==> src/hdl/sck_pkg.sv <==
// ----------------------------------------------------------------------------
// sck_pkg: shared types and constants of the sprite color key blitter
// Register map codes, field widths, key color thresholds and item types.
// ----------------------------------------------------------------------------
`default_nettype none

package sck_pkg;

  // bus and field widths
  localparam int unsigned DATA_W   = 32;
  localparam int unsigned PADDR_W  = 5;
  localparam int unsigned CTR_W    = 13;  // center coordinate registers
  localparam int unsigned DIMR_W   = 12;  // dimension registers
  localparam int unsigned PIX_W    = 16;
  localparam int unsigned ADDR_W   = 22;
  localparam int unsigned DEF_MAX_DIM = 2048;

  // register index, taken from paddr word address
  typedef enum logic [2:0] {
    REG_CENTER_X      = 3'd0,
    REG_CENTER_Y      = 3'd1,
    REG_SPRITE_WIDTH  = 3'd2,
    REG_SPRITE_HEIGHT = 3'd3,
    REG_SCREEN_WIDTH  = 3'd4,
    REG_SCREEN_HEIGHT = 3'd5,
    REG_MODE          = 3'd6
  } reg_idx_e;

  // operating mode
  typedef enum logic {
    MODE_DRAW    = 1'b0,
    MODE_COLLIDE = 1'b1
  } mode_e;

  // reset values
  localparam logic [DIMR_W-1:0] RST_SPRITE_DIM = 12'd1;
  localparam logic [DIMR_W-1:0] RST_SCREEN_W   = 12'd1024;
  localparam logic [DIMR_W-1:0] RST_SCREEN_H   = 12'd768;

  // key color thresholds (RGB565)
  localparam logic [5:0] KEY_G_MIN = 6'h10;
  localparam logic [4:0] KEY_B_MAX = 5'h06;
  localparam logic [4:0] KEY_R_MAX = 5'h05;

  // destination colors that count as empty
  localparam logic [PIX_W-1:0] DEST_BLACK = 16'h0000;
  localparam logic [PIX_W-1:0] DEST_GREEN = 16'h07E0;

  // item fields carried from the position stage to the result stage
  typedef struct packed {
    logic [PIX_W-1:0] sprite_pixel;
    logic [PIX_W-1:0] dest_pixel;
    logic             start;
    logic             last;
  } item_t;

  // key color test
  function automatic logic is_key(input logic [PIX_W-1:0] p);
    logic [5:0] g;
    logic [4:0] b;
    logic [4:0] r;
    g = p[10:5];
    b = p[4:0];
    r = p[15:11];
    return (g >= KEY_G_MIN) && (b <= KEY_B_MAX) && (r <= KEY_R_MAX);
  endfunction

endpackage

`default_nettype wire

==> src/hdl/sprite_color_key_blitter_unit.sv <==
// An accepted item passes from the position register to the result register;
// out_ready_i low holds the result and back-pressures the position stage.
// Throughput: one item per cycle while out_ready_i is high, with a single
// multiply-add for the address in the result stage.
// Reset (rst_ni, asynchronous, active low) clears the pipeline, the pixel
// counters and the hit flag, and loads the register reset values.
// ----------------------------------------------------------------------------
// sprite_color_key_blitter_unit: color keyed sprite blitter with clipping
// Streams RGB565 sprite pixels into framebuffer writes or collision checks.
// ----------------------------------------------------------------------------
`default_nettype none

module sprite_color_key_blitter_unit #(
  parameter int unsigned MAX_DIM = sck_pkg::DEF_MAX_DIM
) (
  input  wire logic                        clk_i,
  input  wire logic                        rst_ni,
  input  wire logic                        psel,
  input  wire logic                        penable,
  input  wire logic                        pwrite,
  input  wire logic [sck_pkg::PADDR_W-1:0] paddr,
  input  wire logic [sck_pkg::DATA_W-1:0]  pwdata,
  output logic      [sck_pkg::DATA_W-1:0]  prdata,
  output logic                             pready,
  input  wire logic                        in_valid_i,
  output logic                             in_ready_o,
  input  wire logic [sck_pkg::PIX_W-1:0]   sprite_pixel_i,
  input  wire logic [sck_pkg::PIX_W-1:0]   dest_pixel_i,
  input  wire logic                        start_req_i,
  output logic                             out_valid_o,
  input  wire logic                        out_ready_i,
  output logic                             write_enable_o,
  output logic [sck_pkg::ADDR_W-1:0]       address_o,
  output logic [sck_pkg::PIX_W-1:0]        pixel_o,
  output logic                             hit_o,
  output logic                             last_o
);
  import sck_pkg::*;

  localparam int unsigned DIM_W = $clog2(MAX_DIM) + 1;
  localparam int unsigned CNT_W = $clog2(MAX_DIM);
  localparam int unsigned POS_W = ((DIM_W > CTR_W) ? DIM_W : CTR_W) + 3;

  logic signed [CTR_W-1:0] center_x, center_y;
  logic [DIM_W-1:0]        sprite_w, sprite_h, screen_w, screen_h;
  mode_e                   mode;
  logic                    s1_valid, s1_ready;
  item_t                   s1_item;
  logic signed [POS_W-1:0] s1_col, s1_row;

  // configuration registers
  sck_cfg #(
    .MAX_DIM (MAX_DIM),
    .DIM_W   (DIM_W)
  ) u_cfg (
    .clk_i      (clk_i),
    .rst_ni     (rst_ni),
    .psel       (psel),
    .penable    (penable),
    .pwrite     (pwrite),
    .paddr      (paddr),
    .pwdata     (pwdata),
    .prdata     (prdata),
    .pready     (pready),
    .center_x_o (center_x),
    .center_y_o (center_y),
    .sprite_w_o (sprite_w),
    .sprite_h_o (sprite_h),
    .screen_w_o (screen_w),
    .screen_h_o (screen_h),
    .mode_o     (mode)
  );

  // input register and position
  sck_pos #(
    .MAX_DIM (MAX_DIM),
    .DIM_W   (DIM_W),
    .CNT_W   (CNT_W),
    .POS_W   (POS_W)
  ) u_pos (
    .clk_i          (clk_i),
    .rst_ni         (rst_ni),
    .in_valid_i     (in_valid_i),
    .in_ready_o     (in_ready_o),
    .sprite_pixel_i (sprite_pixel_i),
    .dest_pixel_i   (dest_pixel_i),
    .start_req_i    (start_req_i),
    .center_x_i     (center_x),
    .center_y_i     (center_y),
    .sprite_w_i     (sprite_w),
    .sprite_h_i     (sprite_h),
    .s1_valid_o     (s1_valid),
    .s1_ready_i     (s1_ready),
    .s1_item_o      (s1_item),
    .s1_col_o       (s1_col),
    .s1_row_o       (s1_row)
  );

  // clipping, key test and result register
  sck_res #(
    .MAX_DIM (MAX_DIM),
    .DIM_W   (DIM_W),
    .CNT_W   (CNT_W),
    .POS_W   (POS_W)
  ) u_res (
    .clk_i          (clk_i),
    .rst_ni         (rst_ni),
    .s1_valid_i     (s1_valid),
    .s1_ready_o     (s1_ready),
    .s1_item_i      (s1_item),
    .s1_col_i       (s1_col),
    .s1_row_i       (s1_row),
    .screen_w_i     (screen_w),
    .screen_h_i     (screen_h),
    .mode_i         (mode),
    .out_valid_o    (out_valid_o),
    .out_ready_i    (out_ready_i),
    .write_enable_o (write_enable_o),
    .address_o      (address_o),
    .pixel_o        (pixel_o),
    .hit_o          (hit_o),
    .last_o         (last_o)
  );

endmodule

`default_nettype wire

==> src/hdl/sck_cfg.sv <==
// ----------------------------------------------------------------------------
// sck_cfg: configuration registers
// APB-style register file with effective (clamped) sprite and screen sizes.
// ----------------------------------------------------------------------------
`default_nettype none

module sck_cfg #(
  parameter int unsigned MAX_DIM = sck_pkg::DEF_MAX_DIM,
  parameter int unsigned DIM_W   = $clog2(MAX_DIM) + 1
) (
  input  wire logic                       clk_i,
  input  wire logic                       rst_ni,
  input  wire logic                       psel,
  input  wire logic                       penable,
  input  wire logic                       pwrite,
  input  wire logic [sck_pkg::PADDR_W-1:0] paddr,
  input  wire logic [sck_pkg::DATA_W-1:0]  pwdata,
  output logic      [sck_pkg::DATA_W-1:0]  prdata,
  output logic                            pready,
  output logic signed [sck_pkg::CTR_W-1:0] center_x_o,
  output logic signed [sck_pkg::CTR_W-1:0] center_y_o,
  output logic      [DIM_W-1:0]           sprite_w_o,
  output logic      [DIM_W-1:0]           sprite_h_o,
  output logic      [DIM_W-1:0]           screen_w_o,
  output logic      [DIM_W-1:0]           screen_h_o,
  output sck_pkg::mode_e                  mode_o
);
  import sck_pkg::*;

  localparam int unsigned CMP_W = (DIM_W > DIMR_W) ? DIM_W : DIMR_W;

  logic [CTR_W-1:0]  center_x_q;
  logic [CTR_W-1:0]  center_y_q;
  logic [DIMR_W-1:0] sprite_w_q;
  logic [DIMR_W-1:0] sprite_h_q;
  logic [DIMR_W-1:0] screen_w_q;
  logic [DIMR_W-1:0] screen_h_q;
  mode_e             mode_q;
  logic              wr_en;
  reg_idx_e          idx;

  // a zero size takes effect as one, oversize is clamped to MAX_DIM
  function automatic logic [DIM_W-1:0] eff_dim(input logic [DIMR_W-1:0] d);
    logic [CMP_W-1:0] dw;
    dw = CMP_W'(d);
    if (d == '0) begin
      return DIM_W'(1);
    end else if (dw > CMP_W'(MAX_DIM)) begin
      return DIM_W'(MAX_DIM);
    end
    return DIM_W'(dw);
  endfunction

  assign pready = 1'b1;
  assign idx    = reg_idx_e'(paddr[PADDR_W-1:2]);
  assign wr_en  = psel && penable && pwrite;

  // register writes
  always_ff @(posedge clk_i or negedge rst_ni) begin
    if (!rst_ni) begin
      center_x_q <= '0;
      center_y_q <= '0;
      sprite_w_q <= RST_SPRITE_DIM;
      sprite_h_q <= RST_SPRITE_DIM;
      screen_w_q <= RST_SCREEN_W;
      screen_h_q <= RST_SCREEN_H;
      mode_q     <= MODE_DRAW;
    end else if (wr_en) begin
      case (idx)
        REG_CENTER_X:      center_x_q <= pwdata[CTR_W-1:0];
        REG_CENTER_Y:      center_y_q <= pwdata[CTR_W-1:0];
        REG_SPRITE_WIDTH:  sprite_w_q <= pwdata[DIMR_W-1:0];
        REG_SPRITE_HEIGHT: sprite_h_q <= pwdata[DIMR_W-1:0];
        REG_SCREEN_WIDTH:  screen_w_q <= pwdata[DIMR_W-1:0];
        REG_SCREEN_HEIGHT: screen_h_q <= pwdata[DIMR_W-1:0];
        REG_MODE:          mode_q     <= mode_e'(pwdata[0]);
        default: ;
      endcase
    end
  end

  // read back
  always_comb begin
    case (idx)
      REG_CENTER_X:      prdata = DATA_W'(center_x_q);
      REG_CENTER_Y:      prdata = DATA_W'(center_y_q);
      REG_SPRITE_WIDTH:  prdata = DATA_W'(sprite_w_q);
      REG_SPRITE_HEIGHT: prdata = DATA_W'(sprite_h_q);
      REG_SCREEN_WIDTH:  prdata = DATA_W'(screen_w_q);
      REG_SCREEN_HEIGHT: prdata = DATA_W'(screen_h_q);
      REG_MODE:          prdata = DATA_W'(mode_q);
      default:           prdata = '0;
    endcase
  end

  assign center_x_o = $signed(center_x_q);
  assign center_y_o = $signed(center_y_q);
  assign sprite_w_o = eff_dim(sprite_w_q);
  assign sprite_h_o = eff_dim(sprite_h_q);
  assign screen_w_o = eff_dim(screen_w_q);
  assign screen_h_o = eff_dim(screen_h_q);
  assign mode_o     = mode_q;

endmodule

`default_nettype wire

==> src/hdl/sck_pos.sv <==
// ----------------------------------------------------------------------------
// sck_pos: input register and pixel position stage
// Tracks column and row counters and registers the screen position of each item.
// ----------------------------------------------------------------------------
`default_nettype none

module sck_pos #(
  parameter int unsigned MAX_DIM = sck_pkg::DEF_MAX_DIM,
  parameter int unsigned DIM_W   = $clog2(MAX_DIM) + 1,
  parameter int unsigned CNT_W   = $clog2(MAX_DIM),
  parameter int unsigned POS_W   = ((DIM_W > sck_pkg::CTR_W) ? DIM_W : sck_pkg::CTR_W) + 3
) (
  input  wire logic                        clk_i,
  input  wire logic                        rst_ni,
  input  wire logic                        in_valid_i,
  output logic                             in_ready_o,
  input  wire logic [sck_pkg::PIX_W-1:0]   sprite_pixel_i,
  input  wire logic [sck_pkg::PIX_W-1:0]   dest_pixel_i,
  input  wire logic                        start_req_i,
  input  wire logic signed [sck_pkg::CTR_W-1:0] center_x_i,
  input  wire logic signed [sck_pkg::CTR_W-1:0] center_y_i,
  input  wire logic [DIM_W-1:0]            sprite_w_i,
  input  wire logic [DIM_W-1:0]            sprite_h_i,
  output logic                             s1_valid_o,
  input  wire logic                        s1_ready_i,
  output sck_pkg::item_t                   s1_item_o,
  output logic signed [POS_W-1:0]          s1_col_o,
  output logic signed [POS_W-1:0]          s1_row_o
);
  import sck_pkg::*;

  logic                    accept;
  logic                    s1_valid_q, s1_valid_d;
  logic [CNT_W-1:0]        col_cnt_q, col_cnt_d;
  logic [CNT_W-1:0]        row_cnt_q, row_cnt_d;
  logic [CNT_W-1:0]        col_eff, row_eff;
  logic [DIM_W-1:0]        col_inc, row_inc;
  logic [DIM_W-1:0]        h_up;
  logic                    row_end, last;
  logic signed [POS_W-1:0] col_d, row_d;
  item_t                   item_q, item_d;
  logic signed [POS_W-1:0] col_q, row_q;

  // handshake: take a new item whenever the register is free or draining
  assign in_ready_o = !s1_valid_q || s1_ready_i;
  assign accept     = in_valid_i && in_ready_o;
  assign s1_valid_d = accept || (s1_valid_q && !s1_ready_i);

  // counters restart on a start request
  assign col_eff = start_req_i ? '0 : col_cnt_q;
  assign row_eff = start_req_i ? '0 : row_cnt_q;
  assign col_inc = DIM_W'(col_eff) + DIM_W'(1);
  assign row_inc = DIM_W'(row_eff) + DIM_W'(1);
  assign row_end = col_inc >= sprite_w_i;
  assign last    = row_end && (row_inc >= sprite_h_i);

  // next counter values
  always_comb begin
    if (last) begin
      col_cnt_d = '0;
      row_cnt_d = '0;
    end else if (row_end) begin
      col_cnt_d = '0;
      row_cnt_d = row_inc[CNT_W-1:0];
    end else begin
      col_cnt_d = col_inc[CNT_W-1:0];
      row_cnt_d = row_eff;
    end
  end

  // screen position; rows are stored bottom-up
  assign h_up  = sprite_h_i - (sprite_h_i >> 1);
  assign col_d = POS_W'(center_x_i) - $signed(POS_W'(sprite_w_i >> 1))
               + $signed(POS_W'(col_eff));
  assign row_d = POS_W'(center_y_i) + $signed(POS_W'(h_up)) - POS_W'(1)
               - $signed(POS_W'(row_eff));

  always_comb begin
    item_d.sprite_pixel = sprite_pixel_i;
    item_d.dest_pixel   = dest_pixel_i;
    item_d.start        = start_req_i;
    item_d.last         = last;
  end

  // control state
  always_ff @(posedge clk_i or negedge rst_ni) begin
    if (!rst_ni) begin
      s1_valid_q <= 1'b0;
      col_cnt_q  <= '0;
      row_cnt_q  <= '0;
    end else begin
      s1_valid_q <= s1_valid_d;
      if (accept) begin
        col_cnt_q <= col_cnt_d;
        row_cnt_q <= row_cnt_d;
      end
    end
  end

  // item payload
  always_ff @(posedge clk_i) begin
    if (accept) begin
      item_q <= item_d;
      col_q  <= col_d;
      row_q  <= row_d;
    end
  end

  assign s1_valid_o = s1_valid_q;
  assign s1_item_o  = item_q;
  assign s1_col_o   = col_q;
  assign s1_row_o   = row_q;

endmodule

`default_nettype wire

==> src/hdl/sck_res.sv <==
// ----------------------------------------------------------------------------
// sck_res: clipping, key test and result register
// Forms the framebuffer address, write enable and sticky collision flag.
// ----------------------------------------------------------------------------
`default_nettype none

module sck_res #(
  parameter int unsigned MAX_DIM = sck_pkg::DEF_MAX_DIM,
  parameter int unsigned DIM_W   = $clog2(MAX_DIM) + 1,
  parameter int unsigned CNT_W   = $clog2(MAX_DIM),
  parameter int unsigned POS_W   = ((DIM_W > sck_pkg::CTR_W) ? DIM_W : sck_pkg::CTR_W) + 3
) (
  input  wire logic                       clk_i,
  input  wire logic                       rst_ni,
  input  wire logic                       s1_valid_i,
  output logic                            s1_ready_o,
  input  wire sck_pkg::item_t             s1_item_i,
  input  wire logic signed [POS_W-1:0]    s1_col_i,
  input  wire logic signed [POS_W-1:0]    s1_row_i,
  input  wire logic [DIM_W-1:0]           screen_w_i,
  input  wire logic [DIM_W-1:0]           screen_h_i,
  input  wire sck_pkg::mode_e             mode_i,
  output logic                            out_valid_o,
  input  wire logic                       out_ready_i,
  output logic                            write_enable_o,
  output logic [sck_pkg::ADDR_W-1:0]      address_o,
  output logic [sck_pkg::PIX_W-1:0]       pixel_o,
  output logic                            hit_o,
  output logic                            last_o
);
  import sck_pkg::*;

  localparam int unsigned PROD_W = CNT_W + DIM_W + 1;
  localparam int unsigned EXT_W  = (PROD_W > ADDR_W) ? PROD_W : ADDR_W;

  logic              adv;
  logic              out_valid_q, out_valid_d;
  logic              visible, draw, collide;
  logic [EXT_W-1:0]  lin_addr;
  logic              we_q, we_d;
  logic [ADDR_W-1:0] addr_q, addr_d;
  logic [PIX_W-1:0]  pixel_q;
  logic              hit_q, hit_d;
  logic              last_q;

  // output register handshake
  assign s1_ready_o  = !out_valid_q || out_ready_i;
  assign adv         = s1_valid_i && s1_ready_o;
  assign out_valid_d = adv || (out_valid_q && !out_ready_i);

  // clip against the screen
  assign visible = !s1_col_i[POS_W-1] && !s1_row_i[POS_W-1]
                && (s1_col_i[POS_W-2:0] < (POS_W-1)'(screen_w_i))
                && (s1_row_i[POS_W-2:0] < (POS_W-1)'(screen_h_i));
  assign draw    = visible && !is_key(s1_item_i.sprite_pixel);

  // row-major framebuffer address
  assign lin_addr = EXT_W'(s1_row_i[CNT_W-1:0]) * EXT_W'(screen_w_i)
                  + EXT_W'(s1_col_i[CNT_W-1:0]);
  assign addr_d   = visible ? lin_addr[ADDR_W-1:0] : '0;
  assign we_d     = draw && (mode_i == MODE_DRAW);

  // sticky collision flag, cleared at the start of a pass
  assign collide = draw && (mode_i == MODE_COLLIDE)
                && (s1_item_i.dest_pixel != DEST_BLACK)
                && (s1_item_i.dest_pixel != DEST_GREEN);
  assign hit_d   = (hit_q && !s1_item_i.start) || collide;

  // control state
  always_ff @(posedge clk_i or negedge rst_ni) begin
    if (!rst_ni) begin
      out_valid_q <= 1'b0;
      hit_q       <= 1'b0;
    end else begin
      out_valid_q <= out_valid_d;
      if (adv) begin
        hit_q <= hit_d;
      end
    end
  end

  // result payload
  always_ff @(posedge clk_i) begin
    if (adv) begin
      we_q    <= we_d;
      addr_q  <= addr_d;
      pixel_q <= s1_item_i.sprite_pixel;
      last_q  <= s1_item_i.last;
    end
  end

  assign out_valid_o    = out_valid_q;
  assign write_enable_o = we_q;
  assign address_o      = addr_q;
  assign pixel_o        = pixel_q;
  assign hit_o          = hit_q;
  assign last_o         = last_q;

endmodule

`default_nettype wire
==> config.mk <==
export PLATFORM = sky130hd
export DESIGN_NAME = sprite_color_key_blitter_unit
export DESIGN_NICKNAME = d
export VERILOG_FILES = /design/src/hdl/sck_pkg.sv /design/src/hdl/sprite_color_key_blitter_unit.sv /design/src/hdl/sck_cfg.sv /design/src/hdl/sck_pos.sv /design/src/hdl/sck_res.sv
export SDC_FILE = /design/constraint.sdc
export NUM_CORES = 1
export LEC_CHECK = 0
export BUFFER_PORTS_ARGS = -buffer_cell sky130_fd_sc_hd__buf_2
export CAP_MARGIN = 20
export CORE_ASPECT_RATIO = 0.9
export CORE_MARGIN = 2
export CORE_UTILIZATION = 65
export CTS_CLUSTER_SIZE = 10
export DETAILED_ROUTE_END_ITERATION = 12
export GPL_TIMING_DRIVEN = 1
export PLACE_DENSITY = 0.95
export SLEW_MARGIN = 0
export SYNTH_ARGS = -nofsm -noshare
export SYNTH_HDL_FRONTEND = slang
export SYNTH_SLANG_ARGS = --single-unit
==> constraint.sdc <==
create_clock -name clk_i -period 12.73 [get_ports clk_i]
set_clock_uncertainty 0.15 [all_clocks]
set_input_delay 0 -clock clk_i [delete_from_list [all_inputs] [get_ports clk_i]]
set_output_delay 0 -clock clk_i [all_outputs]
set_load 0.005 [all_outputs]
After elaboration in Yosys (flattened, before gate mapping)
Index checks and enable logic that the tools add are counted.

storage, ports and cells
  register bits = 206
  latch bits = 0
  bits in writable memories = 0
  bits in read-only memories = 0
  memories kept = 0

operators by class
  add/sub/neg operators = 9
  $mul = 1
  divide/modulo/power cells = 0
  $lt $le $gt $ge = 11
  equality and inequality tests = 7
  shift operators = 0
  mux-type cells = 27
  bitwise operators = 1
  reductions and logical operators = 44

operator list
  operator                 number
  $mux W12                 12
  $pmux W13 S7             1
  $mux W11                 6
  $gt A12 B12 Y1 const B   4
  $logic_not A12 Y1        4
  $lt A15 B12 Y1           2
  $add A11 B1 Y12 const B  2
  $ge A12 B12 Y1           2
  $add A22 B11 Y22         1
  $mul A11 B12 Y22         1
  $logic_and A1 B1 Y1      18
  $add A16 B12 Y16         1
  $ne A16 B11 Y1 const B   1
  $reduce_bool A16 Y1      1
  $sub A16 B12 Y16         1
  $sub A16 B2 Y16 const B  1
  $add A13 B13 Y14         1
  $reduce_and A2 Y1        7
  $sub A13 B12 Y14         1
  $sub A12 B11 Y12         1
  $le A5 B3 Y1 const B     2
  $eq A3 B3 Y1 const B     3
  $logic_not A1 Y1         8
  $mux W1                  8
  other kinds (6)          11

Longest topological paths before layout
  depth after elaboration = 12
  mapped depth = 25
  gate-level depth less buffers = 24

By module
Synthesis repeated with hierarchy kept, for this count alone.

unflattened totals
  cells, all modules = 1701
  area total of the unflattened synthesis = 17140.2 sq um

by module, submodules not included
  module   times used  cells each  area an instance (sq um)  sequential area each (sq um)
  sck_res  1           728         6650.1                    1251.2
  sck_pos  1           634         6402.4                    2527.4
  sck_cfg  1           339         4087.7                    1883.1

Worst setup path before layout
OpenSTA, ideal clock, no wires.

  path kind = register to register
  start = register u_cfg.screen_w_q[4]
  end = register u_res.addr_q[20] (netlist: u_res.address_o[20]) (data pin)
  library setup time = 0.257 ns
  data arrival time = 5.597 ns
  setup slack = 6.726 ns
  cell stages (with the launch flop) = 23
  path buffers = 1
  clock period less this slack = 6.004 ns
  cell sequence = dfrtp_1 > nor4_1 > a31oi_1 > nor2_1 > clkbuf_1 > nand2_1 > fa_1 > fa_1 > inv_1 > fa_1 > fa_1 > inv_1 > fa_1 > inv_1 > ha_1 > and3_1 > and3_1 > a211oi_1 > o21a_1 > o21ai_0 > o21ai_0 > xor2_1 > nor2_1

on the way
  longest elaborated chain between the ends = 7
  elaborated cells between the ends (all ways) = 11
  those cells by class = 1 x add/sub; 1 x mul; 2 x order compare; 4 x mux; 3 x reduce/logical

ends and longest elaborated chain
  item                                                      line           RTL
  start, declared                                           sck_cfg.sv:36  logic [DIMR_W-1:0] screen_w_q;
  start signal, assigned                                    sck_cfg.sv:74  REG_SCREEN_WIDTH: screen_w_q <= pwdata[DIMR_W-1:0];
  $gt A12 B12 Y1                                            sck_cfg.sv:48  end else if (dw > CMP_W'(MAX_DIM)) begin
  $mux W1                                                   sck_cfg.sv:48
  $mux W1                                                   sck_cfg.sv:46  if (d == '0) begin
  $mux W12 (*)                                              sck_cfg.sv:51  return DIM_W'(dw);
  branches (longest 3 deep; another with $mul A11 B12 Y22)  --
  end signal, assigned                                      sck_res.sv:86  addr_q <= addr_d;
  end, declared                                             sck_res.sv:41  logic [ADDR_W-1:0] addr_q, addr_d;

Every way passes the cells marked *.
A chain may end at the register's enable or synchronous reset.

Worst setup path in the final report
  start = register u_cfg.screen_w_q[11]
  end = register u_res.addr_q[20] (netlist: u_res.address_o[20]) (data pin)

Same word-level chain as after synthesis.

==> results.cfg <==
[outcome]
outcome = finished, final reports clean

[timing]
tns_ps = 0
timing.fmax_mhz = 142
hold_slack_ps = 14.2
slew_headroom_pct = 27.7
fin_crit_sh_pct = 55.3
drv_slew = 0
worst_slew_pin_slew_ps = 1080
hold_viol = 0
rsz0062_at_grt = false
setup_viol = 0
period_needed_ps = 7050

[worst_setup_path]
cp.depth = 19
cp-startpoint = u_cfg.screen_w_q[11]$_DFFE_PN0P_
cp_cell_sequence = nor2b_1 > nand2_1 > fa_1 > fa_1 > inv_1 > fa_1 > fa_1 > inv_1 > fa_1 > inv_1 > ha_1 > and3_1 > and3_1 > a211oi_1 > o21a_1 > o21ai_0 > o21ai_0 > xor2_1 > nor2_1
required_ps = 12830
crit_end = u_res.address_o[20]$_SDFFCE_PN0P_
reg2reg_depth = 19
startpoint_type = flop
timing.reg2reg.setup_slack_ps = 5680
worstReg2RegEnd = u_res.address_o[20]$_SDFFCE_PN0P_
cp_slowest_cell = nor2b_1
cp_data_arrival_time_ps = 7150
worstSetupPathType = flop to flop
critPathCaptureType = flop
crit_family = adder cells
slowest_delay_ps = 970
r2r-start = u_cfg.screen_w_q[11]$_DFFE_PN0P_
cp_max_fo = 24
path_buf_inv = 3
cp_common_cell = fa_1

[hold_path]
hold_class = primary input to flop
holdPathStages = 2

[route]
ant_nets = 0
drc = 0
drt_wl_total_mm = 48.0
drt_pass1_iterations = 9
num_vias = 14184
wl_per_cell_um = 21.7
avgViaCountPerCell = 6.42
drtIter0Drc = 1658

[finish]
antenna_cells = 0
drive_above_1_share_pct = 14.0
area_delta_synth_final_pct = 12.5
nNetsFinal = 2192

[global_routing]
antenna_found_initial = 3
grt_pass1_wl_mm = 75.4
grt_max_degree = 61
grt_pass1_vias = 14451
grt_use_total_pct = 35.3
grt-ovfl-total = 0

[die]
row_count = 55
dieArea_um2 = 27200
fp.dieW_um = 174
core_um2 = 25300
io-pin-count = 153
start_util_pct = 66.6
fp.dieH_um = 157

[synthesis]
syn-cell-area_um2 = 16900
ys_ff_latch = 206
synth_flop_cell = edfxtp_1
syn_inst = 1703
ys_types = 69
synth_warnings = 0
synthArstFlopShare_pct = 48.5
synth_enable_flop_cells = 106
synthAdderAreaFrac_pct = 24.4
synthXorXnorAreaFrac_pct = 4.05
synth-simple-area-share_pct = 13.7
synth.area.mux_share_pct = 6.29
avgSynthCellArea_um2 = 9.90
synth-seq-area-share_pct = 33.8
synth_compound_area_share_pct = 10.8
synth_top_family_by_area = adder cells

[place]
hpwl_mm = 31.4
place_congestion = 0.938
io_buffers = 111

[clock_tree]
cts_buffer_depth = 3
cts.clk_slew.worst_paths_ps = 70
post-cts-setup-buffers = 0
cts_buffers = 25
cts_tree = yes
cts_htree_levels = 1
cts.sinks = 206
clock_latency_ps = 550
root_buffer = clkbuf_16

[pwr]
p_leak_uw = 0.00891
max-vdd-ir-drop_v = 0.000151
finalPower_uw = 4540
powerDensity_nw_per_um2 = 239

[job]
drv_cap = 0
## synth_stat cells, drive strengths merged (4+ instances only)
library cell  count  area share [%]
a211oi           18            0.92
a21boi            5            0.22
a21o             30             1.3
a21oi            53             1.6
a22o              4            0.21
a22oi            18            0.80
a31oi            11            0.41
a32o              5            0.30
and2             48             1.8
and3              9            0.33
buf              27             1.1
clkbuf           48             1.1
dfrtp            95              14
dfstp             5            0.78
edfxtp          106              19
fa              104              12
ha              162              12
inv             216             4.8
mux2             86             5.7
mux2i             7            0.42
nand2           202             4.5
nand2b           21            0.78
nand3            20            0.59
nand4            12            0.45
nor2             94             2.1
nor2b            37             1.4
nor3             20            0.59
nor4             14            0.52
o2111ai           6            0.31
o211ai            5            0.22
o21a             10            0.45
o21ai            60             1.8
o21bai            6            0.27
o22ai            12            0.45
o31ai             6            0.30
or2               6            0.22
xnor2            51             2.6
xor2             27             1.4
## sequential cells by signal, summed over array words and instances, names as in the netlist, 13 cells and up
signal / count
u_pos.s1_item_o: 34
u_res.address_o: 22
u_pos.s1_col_o: 16
u_pos.s1_row_o: 16
u_res.pixel_o: 16
u_cfg.center_x_o: 13
u_cfg.center_y_o: 13
## layout make-up
class	count	area, um^2
flip-flops and latches	206	5690
repair buffers	176	1200
clock inverters	3	55.1
clock buffers	43	713
fillers	1557	6350
well taps	342	428
multi-input cells	1223	10100
inverters	217	815
## cell usage in the layout, fill, tap and decap left out, types with 19 or more instances in the layout
cell type      count
inv_1            216
nand2_1          202
ha_1             162
buf_2            110
edfxtp_1         106
fa_1             104
dfrtp_1           95
nor2_1            93
mux2_2            86
o21ai_0           56
dlygate4sd3_1     55
a21oi_1           53
xnor2_1           51
and2_1            47
nor2b_1           37
a21o_1            30
xor2_1            27
clkbuf_16         25
nand2b_1          21
nand3_1           20
conb_1            20
nor3_1            19
## layer usage
layer  track usage [%]  share of wire, %  vias up
li1                  -                 -     6049
met1              41.7                35     6751
met2              58.7                46     1083
met3              8.89                12      299
met4              21.0               7.2        2
met5                 0             0.031        -
## stage by stage
step / setup slack (ps) / instances / instance area (um^2) / utilization [%]
5_1_grt: 5370 / 2210 / 19000 / 74.9
3_3_place_gp: 6010 / 2106 / 17600 / 69.6
6_report: 5680 / 2210 / 19000 / 74.9
3_5_place_dp: 5810 / 2106 / 17600 / 69.6
4_1_cts: 5770 / 2208 / 19000 / 74.8
2_1_floorplan: 6730 / 1721 / 16900 / -
## worst reg2reg max path, delay by kind of cell (launching register included)
kind | cells | cell delay (ps)
buffers and inverters | 3 | 160
AND/OR/NAND/NOR | 5 | 1660
XOR/XNOR | 1 | 160
AO/OA/AOI/OAI | 4 | 900
flip-flops | 1 | 680
adder cells (fa/ha/maj) | 6 | 3030
## worst min path at each step
| stage | startpoint | to | slack (ps) |
|---|---|---|---|
| floorplan | rst_ni | u_cfg.center_x_o[0]$_DFFE_PN0P_ | -450 |
| global placement | rst_ni | u_pos.row_cnt_q[8]$_DFFE_PN0P_ | -130 |
| detailed placement | rst_ni | u_pos.row_cnt_q[8]$_DFFE_PN0P_ | -120 |
| CTS | dest_pixel_i[6] | u_pos.s1_item_o[8]$_DFFE_PP_ | 1 |
| global route | dest_pixel_i[5] | u_pos.s1_item_o[7]$_DFFE_PP_ | 10 |
| finish | dest_pixel_i[1] | u_pos.s1_item_o[3]$_DFFE_PP_ | 10 |
## repair_timing
item                      CTS  global route
hold endpoints to repair  168             0
resized for setup           0             0
hold buffers               56             0
## kinds of logic after synthesis
logic type               Yosys count
flip-flops                       206
AO/OA/AOI/OAI                    272
adder cells (fa/ha/maj)          266
buffers and inverters            292
AND/OR/NAND/NOR                  493
XOR/XNOR                          78
other                              2
multiplexers                      94
## report_power, final
group	total (uW)	switching, uW	internal, uW
sequential	1060	181	882
combinational	2770	1600	1170
clock	702	302	401
(Power assumes the default switching activity.)
